<file path="config.mk">
export PLATFORM = sky130hd
export DESIGN_NAME = bemf_zero_cross_detector_unit
export DESIGN_NICKNAME = d
export VERILOG_FILES = /design/src/design/bzcd_pkg.sv /design/src/design/bemf_zero_cross_detector_unit.sv /design/src/design/bzcd_eval.sv
export VERILOG_INCLUDE_DIRS = /design/src /design/src/design
export SDC_FILE = /design/constraint.sdc
export NUM_CORES = 1
export LEC_CHECK = 0
export BUFFER_PORTS_ARGS = -buffer_cell sky130_fd_sc_hd__buf_2
export CAP_MARGIN = 20
export CORE_MARGIN = 2
export CORE_UTILIZATION = 50
export CTS_BUF_LIST = sky130_fd_sc_hd__clkbuf_8 sky130_fd_sc_hd__clkbuf_16
export DETAILED_ROUTE_END_ITERATION = 7
export PLACE_DENSITY = 0.67
export SYNTH_ARGS = -nofsm -noshare
export SYNTH_HDL_FRONTEND = slang
export SYNTH_SLANG_ARGS = --single-unit
</file>
<file path="constraint.sdc">
create_clock -name i_clk -period 8.4 [get_ports i_clk]
set_input_delay 1.26 -clock i_clk [delete_from_list [all_inputs] [get_ports i_clk]]
set_output_delay 1.26 -clock i_clk [all_outputs]
set_load 0.005 [all_outputs]
</file>
<file path="src/design/bemf_zero_cross_detector_unit_defines.svh">
// Assertion macros for the back-EMF zero-crossing detector.
`ifndef BEMF_ZERO_CROSS_DETECTOR_UNIT_DEFINES_SVH
`define BEMF_ZERO_CROSS_DETECTOR_UNIT_DEFINES_SVH

// Same-cycle implication, sampled on the rising clock, off during reset.
`define BZCD_ASSERT_NOW(label, clk, rst_n, ante, cons, msg) \
    label: assert property (@(posedge clk) disable iff (!rst_n) (ante) |-> (cons)) \
        else $error(msg);

// Next-cycle implication, sampled on the rising clock, off during reset.
`define BZCD_ASSERT_NEXT(label, clk, rst_n, ante, cons, msg) \
    label: assert property (@(posedge clk) disable iff (!rst_n) (ante) |=> (cons)) \
        else $error(msg);

`endif

</file>
<file path="src/design/bzcd_pkg.sv">
`default_nettype none

package bzcd_pkg;

    localparam int unsigned OFFSET_WIDTH = 10;
    localparam int unsigned BUS_LSB_DROP = 4;

    // x / 5 == (x * 52429) >> 18, exact for x below 2**16
    localparam logic [16:0] DIV5_MUL   = 17'd52429;
    localparam int unsigned DIV5_SHIFT = 18;

    typedef enum logic {
        CFG_REVERSE_DIRECTION = 1'b0,
        CFG_CENTER_OFFSET     = 1'b1
    } t_cfg_index;

    typedef struct packed {
        logic window_ok;
        logic qualify;
    } t_eval;

endpackage

`default_nettype wire

</file>
<file path="src/design/bemf_zero_cross_detector_unit.sv">
// Back-EMF zero-crossing detector for a sensorless six-step drive. Each item
// carries the commutation step, the bus voltage and the three back-EMF samples;
// each item yields exactly one result, zero_cross, which is 1 on the second of
// two consecutive in-window qualifying samples. One item is accepted every
// cycle unless o_in_stall holds the input; each item passes from the input
// register to the result register, and a new item can enter the input register
// while a stalled result waits. Config writes (index 0 direction, index 1 offset)
// are always ready and take effect on the next item evaluated.

`default_nettype none

`include "bemf_zero_cross_detector_unit_defines.svh"

module bemf_zero_cross_detector_unit
    import bzcd_pkg::*;
#(
    parameter int unsigned SAMPLE_WIDTH = 12
) (
    input  wire logic                      i_clk,
    input  wire logic                      i_rst_n,

    input  wire logic                      i_cfg_valid,
    output logic                           o_cfg_ready,
    input  wire logic                      i_cfg_index,
    input  wire logic [OFFSET_WIDTH-1:0]   i_cfg_data,

    input  wire logic                      i_in_valid,
    output logic                           o_in_stall,
    input  wire logic [2:0]                i_phase,
    input  wire logic [SAMPLE_WIDTH-1:0]   i_bus_voltage,
    input  wire logic [SAMPLE_WIDTH-1:0]   i_bemf_a,
    input  wire logic [SAMPLE_WIDTH-1:0]   i_bemf_b,
    input  wire logic [SAMPLE_WIDTH-1:0]   i_bemf_c,

    output logic                           o_out_valid,
    input  wire logic                      i_out_stall,
    output logic                           o_zero_cross
);

    logic                     r_reverse_direction;
    logic [OFFSET_WIDTH-1:0]  r_center_offset;

    logic                     r_in_valid;
    logic [2:0]               r_phase;
    logic [SAMPLE_WIDTH-1:0]  r_bus_voltage;
    logic [SAMPLE_WIDTH-1:0]  r_bemf_a;
    logic [SAMPLE_WIDTH-1:0]  r_bemf_b;
    logic [SAMPLE_WIDTH-1:0]  r_bemf_c;

    logic                     r_count;
    logic                     r_out_valid;
    logic                     r_zero_cross;

    logic                     n_count;
    logic                     n_zero_cross;
    logic                     in_load;
    logic                     advance;
    t_eval                    ev;

    assign o_cfg_ready  = 1'b1;
    assign advance      = r_in_valid && (!r_out_valid || !i_out_stall);
    assign o_in_stall   = r_in_valid && !advance;
    assign in_load      = i_in_valid && !o_in_stall;
    assign o_out_valid  = r_out_valid;
    assign o_zero_cross = r_zero_cross;

    bzcd_eval #(
        .SAMPLE_WIDTH (SAMPLE_WIDTH)
    ) u_eval (
        .i_phase             (r_phase),
        .i_bus_voltage       (r_bus_voltage),
        .i_bemf_a            (r_bemf_a),
        .i_bemf_b            (r_bemf_b),
        .i_bemf_c            (r_bemf_c),
        .i_reverse_direction (r_reverse_direction),
        .i_center_offset     (r_center_offset),
        .o_eval              (ev)
    );

    always_comb begin
        n_count      = 1'b0;
        n_zero_cross = 1'b0;
        if (ev.window_ok && ev.qualify) begin
            n_count      = !r_count;
            n_zero_cross = r_count;
        end
    end

    always_ff @(posedge i_clk) begin
        if (!i_rst_n) begin
            r_reverse_direction <= 1'b0;
            r_center_offset     <= '0;
        end else if (i_cfg_valid && o_cfg_ready) begin
            case (t_cfg_index'(i_cfg_index))
                CFG_REVERSE_DIRECTION: r_reverse_direction <= i_cfg_data[0];
                CFG_CENTER_OFFSET:     r_center_offset     <= i_cfg_data;
                default:               r_center_offset     <= r_center_offset;
            endcase
        end
    end

    always_ff @(posedge i_clk) begin
        if (!i_rst_n) begin
            r_in_valid <= 1'b0;
        end else if (in_load) begin
            r_in_valid <= 1'b1;
        end else if (advance) begin
            r_in_valid <= 1'b0;
        end
    end

    always_ff @(posedge i_clk) begin
        if (in_load) begin
            r_phase       <= i_phase;
            r_bus_voltage <= i_bus_voltage;
            r_bemf_a      <= i_bemf_a;
            r_bemf_b      <= i_bemf_b;
            r_bemf_c      <= i_bemf_c;
        end
    end

    always_ff @(posedge i_clk) begin
        if (!i_rst_n) begin
            r_count     <= 1'b0;
            r_out_valid <= 1'b0;
        end else begin
            if (advance) begin
                r_count     <= n_count;
                r_out_valid <= 1'b1;
            end else if (!i_out_stall) begin
                r_out_valid <= 1'b0;
            end
        end
    end

    always_ff @(posedge i_clk) begin
        if (advance) begin
            r_zero_cross <= n_zero_cross;
        end
    end

    `BZCD_ASSERT_NEXT(a_detect_on_second, i_clk, i_rst_n,
        advance && r_count && ev.window_ok && ev.qualify,
        o_out_valid && o_zero_cross && !r_count,
        "second qualifying item must detect and clear count")
    `BZCD_ASSERT_NEXT(a_miss_clears, i_clk, i_rst_n,
        advance && !(ev.window_ok && ev.qualify),
        !r_count && !o_zero_cross,
        "non-qualifying item must clear count without detect")
    `BZCD_ASSERT_NOW(a_detect_count_clear, i_clk, i_rst_n,
        o_out_valid && o_zero_cross, !r_count,
        "count must be clear while a detect is shown")

endmodule

`default_nettype wire

</file>
<file path="src/design/bzcd_eval.sv">
`default_nettype none

module bzcd_eval
    import bzcd_pkg::*;
#(
    parameter int unsigned SAMPLE_WIDTH = 12
) (
    input  wire logic [2:0]                i_phase,
    input  wire logic [SAMPLE_WIDTH-1:0]   i_bus_voltage,
    input  wire logic [SAMPLE_WIDTH-1:0]   i_bemf_a,
    input  wire logic [SAMPLE_WIDTH-1:0]   i_bemf_b,
    input  wire logic [SAMPLE_WIDTH-1:0]   i_bemf_c,
    input  wire logic                      i_reverse_direction,
    input  wire logic [OFFSET_WIDTH-1:0]   i_center_offset,
    output t_eval                          o_eval
);

    localparam int unsigned W     = SAMPLE_WIDTH;
    localparam int unsigned PW    = W + 17;
    localparam int unsigned CW    = ((W > OFFSET_WIDTH) ? W : OFFSET_WIDTH) + 1;

    logic [W-1:0]  vs;
    logic [PW-1:0] prod;
    logic [W-1:0]  lower;
    logic [W-1:0]  higher;
    logic [W-1:0]  centre;
    logic [W-1:0]  sample;
    logic          phase_ok;
    logic [CW-1:0] centre_x;
    logic [CW-1:0] offset_x;
    logic [CW-1:0] sample_x;
    logic [CW-1:0] thr_low;
    logic [CW-1:0] thr_high;

    assign vs     = {i_bus_voltage[W-1:BUS_LSB_DROP], {BUS_LSB_DROP{1'b0}}};
    assign prod   = PW'(vs) * PW'(DIV5_MUL);
    assign lower  = {1'b0, prod[PW-1:DIV5_SHIFT]};
    assign higher = vs - lower;
    assign centre = {1'b0, vs[W-1:1]};

    always_comb begin
        phase_ok = 1'b1;
        case (i_phase)
            3'd0, 3'd3: begin
                sample = i_reverse_direction ? i_bemf_a : i_bemf_c;
            end
            3'd1, 3'd4: begin
                sample = i_bemf_b;
            end
            3'd2, 3'd5: begin
                sample = i_reverse_direction ? i_bemf_c : i_bemf_a;
            end
            default: begin
                sample   = '0;
                phase_ok = 1'b0;
            end
        endcase
    end

    assign centre_x = CW'(centre);
    assign offset_x = CW'(i_center_offset);
    assign sample_x = CW'(sample);
    assign thr_low  = (centre_x > offset_x) ? (centre_x - offset_x) : '0;
    assign thr_high = centre_x + offset_x;

    assign o_eval.window_ok = phase_ok && (sample < higher) && (sample > lower);
    assign o_eval.qualify   = i_phase[0] ? (sample_x > thr_low) : (sample_x < thr_high);

endmodule

`default_nettype wire
</file>
Word-level counts from Yosys, hierarchy flattened. Cells that the tools add are included.

Equality and inequality tests: 6. Reduce and logical (&&, ||, !) cells: 20. Multipliers: 1. Divide/modulo/power cells: 0. $lt $le $gt $ge: 5. Shift-type cells: 0. Muxes and demuxes: 11. Add/sub/neg operators: 3. Bitwise logic cells: 1.

Operators with widths (count): $pmux 12 s3 (1); $mul 8x16->24 const B (1); $mux 12 (2); $gt 12x13->1 (1); $lt 12x13->1 (1); $mux 13 (1); $add 11x10->12 (1); $gt 12x10->1 (1); $lt 12x12->1 (1); $sub 11x10->12 (1); $sub 12x10->12 (1); $gt 11x10->1 (1); $mux 1 (7); $eq 3x2->1 const B (2); $eq 3x3->1 const B (2); $logic_and 1x1->1 (6); $reduce_or 2->1 (3); $reduce_or 6->1 (1); $logic_not 1->1 (5); $reduce_and 2->1 (2); $eq 3x1->1 const B (1); $logic_not 3->1 (1); $ne 2x1->1 const B (1); $reduce_bool 2->1 (1); other kinds (2) (2).

RAM bits: 0. Input port bits: 67. Flip-flop bits (word level): 66. ROM bits: 0. Output and inout port bits: 4. Logic and storage cells: 58. Bits in latches: 0. Memories kept: 0.

Logic depth before layout (Yosys ltp).
Word-level depth: 8. Mapped depth: 31. Gate-level depth less buffers: 31.

Modules after synthesis. A second synthesis with hierarchy kept.

Cells, all modules: 653. Area total of the unflattened synthesis: 6361.1 µm².

By module, submodules not included: bzcd_eval (times used 1, cells an instance 537, area an instance 4165.2 µm², seq. area each 0.0 µm²); bemf_zero_cross_detector_unit (times used 1, cells an instance 116, area an instance 2195.9 µm², seq. area each 1841.8 µm²).

Least setup slack after synthesis. OpenSTA, ideal clock, no wires.

Kind: flip-flop to flip-flop. Start point: register r_bus_voltage[10]. End point: register r_count. Required time: 8.324 ns. Clock period less this slack: 6.482 ns. Stages on the path, launching flop included: 31. Path slack: 1.918 ns. Arrival: 6.406 ns. Path through: edfxtp_1 ha_1 inv_1 fa_1 inv_1 fa_1 inv_1 fa_1 inv_1 ha_1 nand2_1 nor3_2 a21oi_2 o21bai_1 a31oi_1 xor2_1 ha_1 inv_1 a31o_2 a21oi_1 a41oi_2 maj3_2 nor4b_4 o311a_1 nor3_2 ha_1 a221oi_1 o21ai_0 nor4_1 o211ai_1 a21boi_0.

Word-level cells in the longest chain between the ends: 7.

RTL lines: start: declaration (RTL line bemf_zero_cross_detector_unit.sv:45) `logic [SAMPLE_WIDTH-1:0] r_bus_voltage;`; start signal: assignment (RTL line bemf_zero_cross_detector_unit.sv:115) `r_bus_voltage <= i_bus_voltage;`; $mul 8x16->24 (RTL line bzcd_eval.sv:36) `assign prod = PW'(vs) * PW'(DIV5_MUL);`; $sub 12x10->12 (RTL line bzcd_eval.sv:38) `assign higher = vs - lower;`; $lt 12x12->1 (RTL line bzcd_eval.sv:66) `assign o_eval.window_ok = phase_ok && (sample < higher) && (sample > lower);`; $logic_and 1x1->1 (2 in series) (RTL line bzcd_eval.sv:66); $logic_and 1x1->1 (*) (RTL line bemf_zero_cross_detector_unit.sv:83) `if (ev.window_ok && ev.qualify) begin`; $mux 1 (*) (RTL line bemf_zero_cross_detector_unit.sv:83); end signal: assignment (RTL line bemf_zero_cross_detector_unit.sv:128) `r_count <= n_count;`; end: declaration (RTL line bemf_zero_cross_detector_unit.sv:50) `logic r_count;`.

Mark *: on every way between the ends. The rest lies on a longest branch, timed or not. A chain may end at the register's enable or synchronous reset.

Worst setup path after layout.
Start point: register r_bus_voltage[11]. End point: register r_count.

Same word-level chain as after synthesis.

==> flow_metrics.env <==
export IMPL_status="finished, final reports clean"
export IMPL_critPathBufInv=2
export IMPL_route_detailed_drc=0
export IMPL_cp_num_cells=27
export IMPL_crit_path_max_fanout=21
export IMPL_ys_types=76
export IMPL_end_kind="flop"
export IMPL_max_stage_delay_ns=0.78
export IMPL_synth_edf_count=48
export IMPL_grt_max_degree=48
export IMPL_multiInputGateArea_mm2=0.00423
export IMPL_num_vias=4982
export IMPL_final_nets=910
export IMPL_final_common_cell="ha_1"
export IMPL_vdd_drop_max_mv=0.159
export IMPL_synth_compound_area_frac=0.211
export IMPL_design_area_mm2=0.00715
export IMPL_ys_async_sr_fraction=0
export IMPL_critPathSlowestCell="edfxtp_1"
export IMPL_top_layer="met4"
export IMPL_final_setup_worst_slack_ns=0.977
export IMPL_dr_wl_met2_um=7610
export IMPL_synth_area_mm2=0.00630
export IMPL_synth_xor_area_frac=0.0401
export IMPL_slew_headroom=0.423
export IMPL_diodes=0
export IMPL_yosysWarnings=0
export IMPL_fmax_mhz=135
export IMPL_clock_skew_ns=0.00727
export IMPL_ys_ff_latch=62
export IMPL_routabilityCongestion=0.871
export IMPL_reg2reg_depth=27
export IMPL_postSynthCellCount=651
export IMPL_dp_final_hpwl_um=11600
export IMPL_drive_gt1_frac=0.167
export IMPL_area_sequential_mm2=0.00172
export IMPL_fin_crit_ns=7.42
export IMPL_cp_start_kind="flop"
export IMPL_wl_um=14400
export IMPL_cts_root_buf="clkbuf_16"
export IMPL_die_h_um=116
export IMPL_synth_top_family_by_area="adder cells"
export IMPL_hold_viol_final=0
export IMPL_cts_tree="built"
export IMPL_p_leak_nw=3.30
export IMPL_cp_top_family="adder cells"
export IMPL_post_cts_buffers=0
export IMPL_startpoint="r_bus_voltage[11]$_DFFE_PP_"
export IMPL_die_width_um=116
export IMPL_reg2reg_slack_ns=0.98
export IMPL_fp_dieArea_mm2=0.0135
export IMPL_cts_buffer_depth=2
export IMPL_endpoint="r_count$_SDFFE_PN0P_"
export IMPL_critPathArrivalTime_ns=7.69
export IMPL_post_cts_resized=0
export IMPL_drtIter0Drc=189
export IMPL_final_period_utilization=0.884
export IMPL_r2r_end="r_count$_SDFFE_PN0P_"
export IMPL_yosys_most_used_dff="edfxtp_1"
export IMPL_clk_latency_ns=0.34
export IMPL_avgSynthCellArea_um2=9.68
export IMPL_drtPass1Iterations=4
export IMPL_ant_nets=0
export IMPL_fillers=1100
export IMPL_wl_met1_um=6230
export IMPL_path_clk_slew_ns=0.05
export IMPL_setup_viol=0
export IMPL_grt_pass1_wl_um=23500
export IMPL_wl_per_cell_um=16.2
export IMPL_rsz0062_at_grt="false"
export IMPL_via_per_inst=5.60
export IMPL_maxCapViolCount=0
export IMPL_port_buffers=65
export IMPL_rows=41
export IMPL_synthSimpleGateAreaFrac=0.127
export IMPL_setup_tns_ns=0
export IMPL_htreeDepth=3
export IMPL_place_ws_ns=1.03
export IMPL_core_mm2=0.0125
export IMPL_slew_violations=0
export IMPL_path_class="reg -> reg"
export IMPL_synthToLayoutAreaGrowth_pct=13.5
export IMPL_holdBufCountCts=0
export IMPL_cp_common_cell="ha_1"
export IMPL_met3_length_um=378
export IMPL_r2r_start="r_bus_voltage[11]$_DFFE_PP_"
export IMPL_numCtsBuffers=9
export IMPL_cts_sinks=62
export IMPL_overflow=0
export IMPL_synth_mux_area_frac=0.00993
export IMPL_instances_no_fill=890
export IMPL_seq_area_frac_synth=0.273
export IMPL_synthAdderAreaFrac=0.280
export IMPL_required_ns=8.66
export IMPL_place_inst=874
export IMPL_layout_common_cells="ha_1 (113), inv_1 (71), buf_2 (65)"
export IMPL_hold_path_class="reg -> reg"
export IMPL_dpl_cell_area_mm2=0.00678
export IMPL_powerDensity_mw_per_mm2=283
export IMPL_gr_usage_all_layers=0.222
export IMPL_power_total_mw=2.02
export IMPL_start_util=0.506
export IMPL_grt_pass1_vias=5132
export IMPL_antenna_found_initial=0
export IMPL_worstMarginPinSlew_ns=0.865
export IMPL_ios=71
power by group:
group	total, mW	internal, mW	switching [mW]
logic	1.19	0.523	0.664
clock network	0.468	0.321	0.147
registers	0.369	0.350	0.0194
total	2.02	1.19	0.830
cell usage after synthesis, drive strengths merged, types with 3 or more instances:
master,instances,area [µm²]
fa,17,340
o21a,12,91.3
buf,7,51.3
a221oi,13,114
nor2b,8,50.1
a21boi,15,120
nand2,43,161
xnor2,18,165
xor2,10,87.6
or2,5,33.8
nor4,3,18.8
o21ai,27,143
mux2i,4,40.0
o211ai,7,57.6
nor3,13,80.1
nand3,15,75.1
a211oi,6,45.0
nand2b,6,40.0
a21o,21,158
edfxtp,48,1440
o311a,3,30.0
clkbuf,12,45.0
o21bai,5,37.5
nor2,26,97.6
and3,6,47.5
a21oi,45,248
a22oi,12,90.1
dfxtp,14,280
nand4,8,50.1
nand4b,3,26.3
ha,113,1410
inv,71,267
metrics by stage:
stage          hold WS (ns)  utilization
4_1_cts               0.487        0.574
5_1_grt               0.508        0.574
6_report              0.486        0.574
3_5_place_dp          0.480        0.544
2_1_floorplan         0.457            -
3_3_place_gp          0.464        0.544
area by class of cell:
cell class | count | share of cell area
Clock buffer | 9 | 0.0315
Clock inverter | 7 | 0.0199
Inverter | 71 | 0.0373
Multi-Input combinational cell | 501 | 0.592
Sequential cell | 62 | 0.241
Tap cell | 172 | 0.0301
Timing Repair Buffer | 68 | 0.0486
kinds of logic after synthesis:
logic type,count (synthesis)
AOI/OAI and AO/OA,185
xor gates and xnor gates,28
adders and majority gates,131
buffers and inverters,90
DFF,62
muxes,6
other,1
and+or+nand+nor,148
tightest hold or removal path: stages (launching register included):
cell and delay (ns):
dfxtp_1 0.32, nand2_1 0.05, a21boi_0 0.07
routing by layer:
| metal | vias to the layer above | track usage |
|---|---|---|
| met2 | 83 | 0.416 |
| li1 | 2514 | - |
| met5 | - | 0 |
| met3 | 17 | 0.0301 |
| met4 | 0 | 0.0714 |
| met1 | 2368 | 0.262 |
state kept, by name, summed over array words and instances (netlist names):
register             flops
r_bus_voltage            8
r_bemf_a                12
r_phase                  3
o_zero_cross             1
r_count                  1
r_center_offset         10
o_out_valid              1
r_bemf_b                12
r_in_valid               1
r_reverse_direction      1
r_bemf_c                12
how the worst min path moves through the flow:
stage / from / endpoint / slack [ns] / cells after the start
final: r_count$_SDFFE_PN0P_ / r_count$_SDFFE_PN0P_ / 0.49 / 2
after global routing: r_count$_SDFFE_PN0P_ / r_count$_SDFFE_PN0P_ / 0.51 / 2
after CTS: r_count$_SDFFE_PN0P_ / r_count$_SDFFE_PN0P_ / 0.49 / 2
after detailed placement: r_count$_SDFFE_PN0P_ / r_count$_SDFFE_PN0P_ / 0.48 / 2
after global placement: r_count$_SDFFE_PN0P_ / r_count$_SDFFE_PN0P_ / 0.46 / 2
after floorplan: r_center_offset[1]$_SDFFE_PN0P_ / r_center_offset[1]$_SDFFE_PN0P_ / 0.46 / 2
No activity file was read; power rests on OpenSTA's default activity.
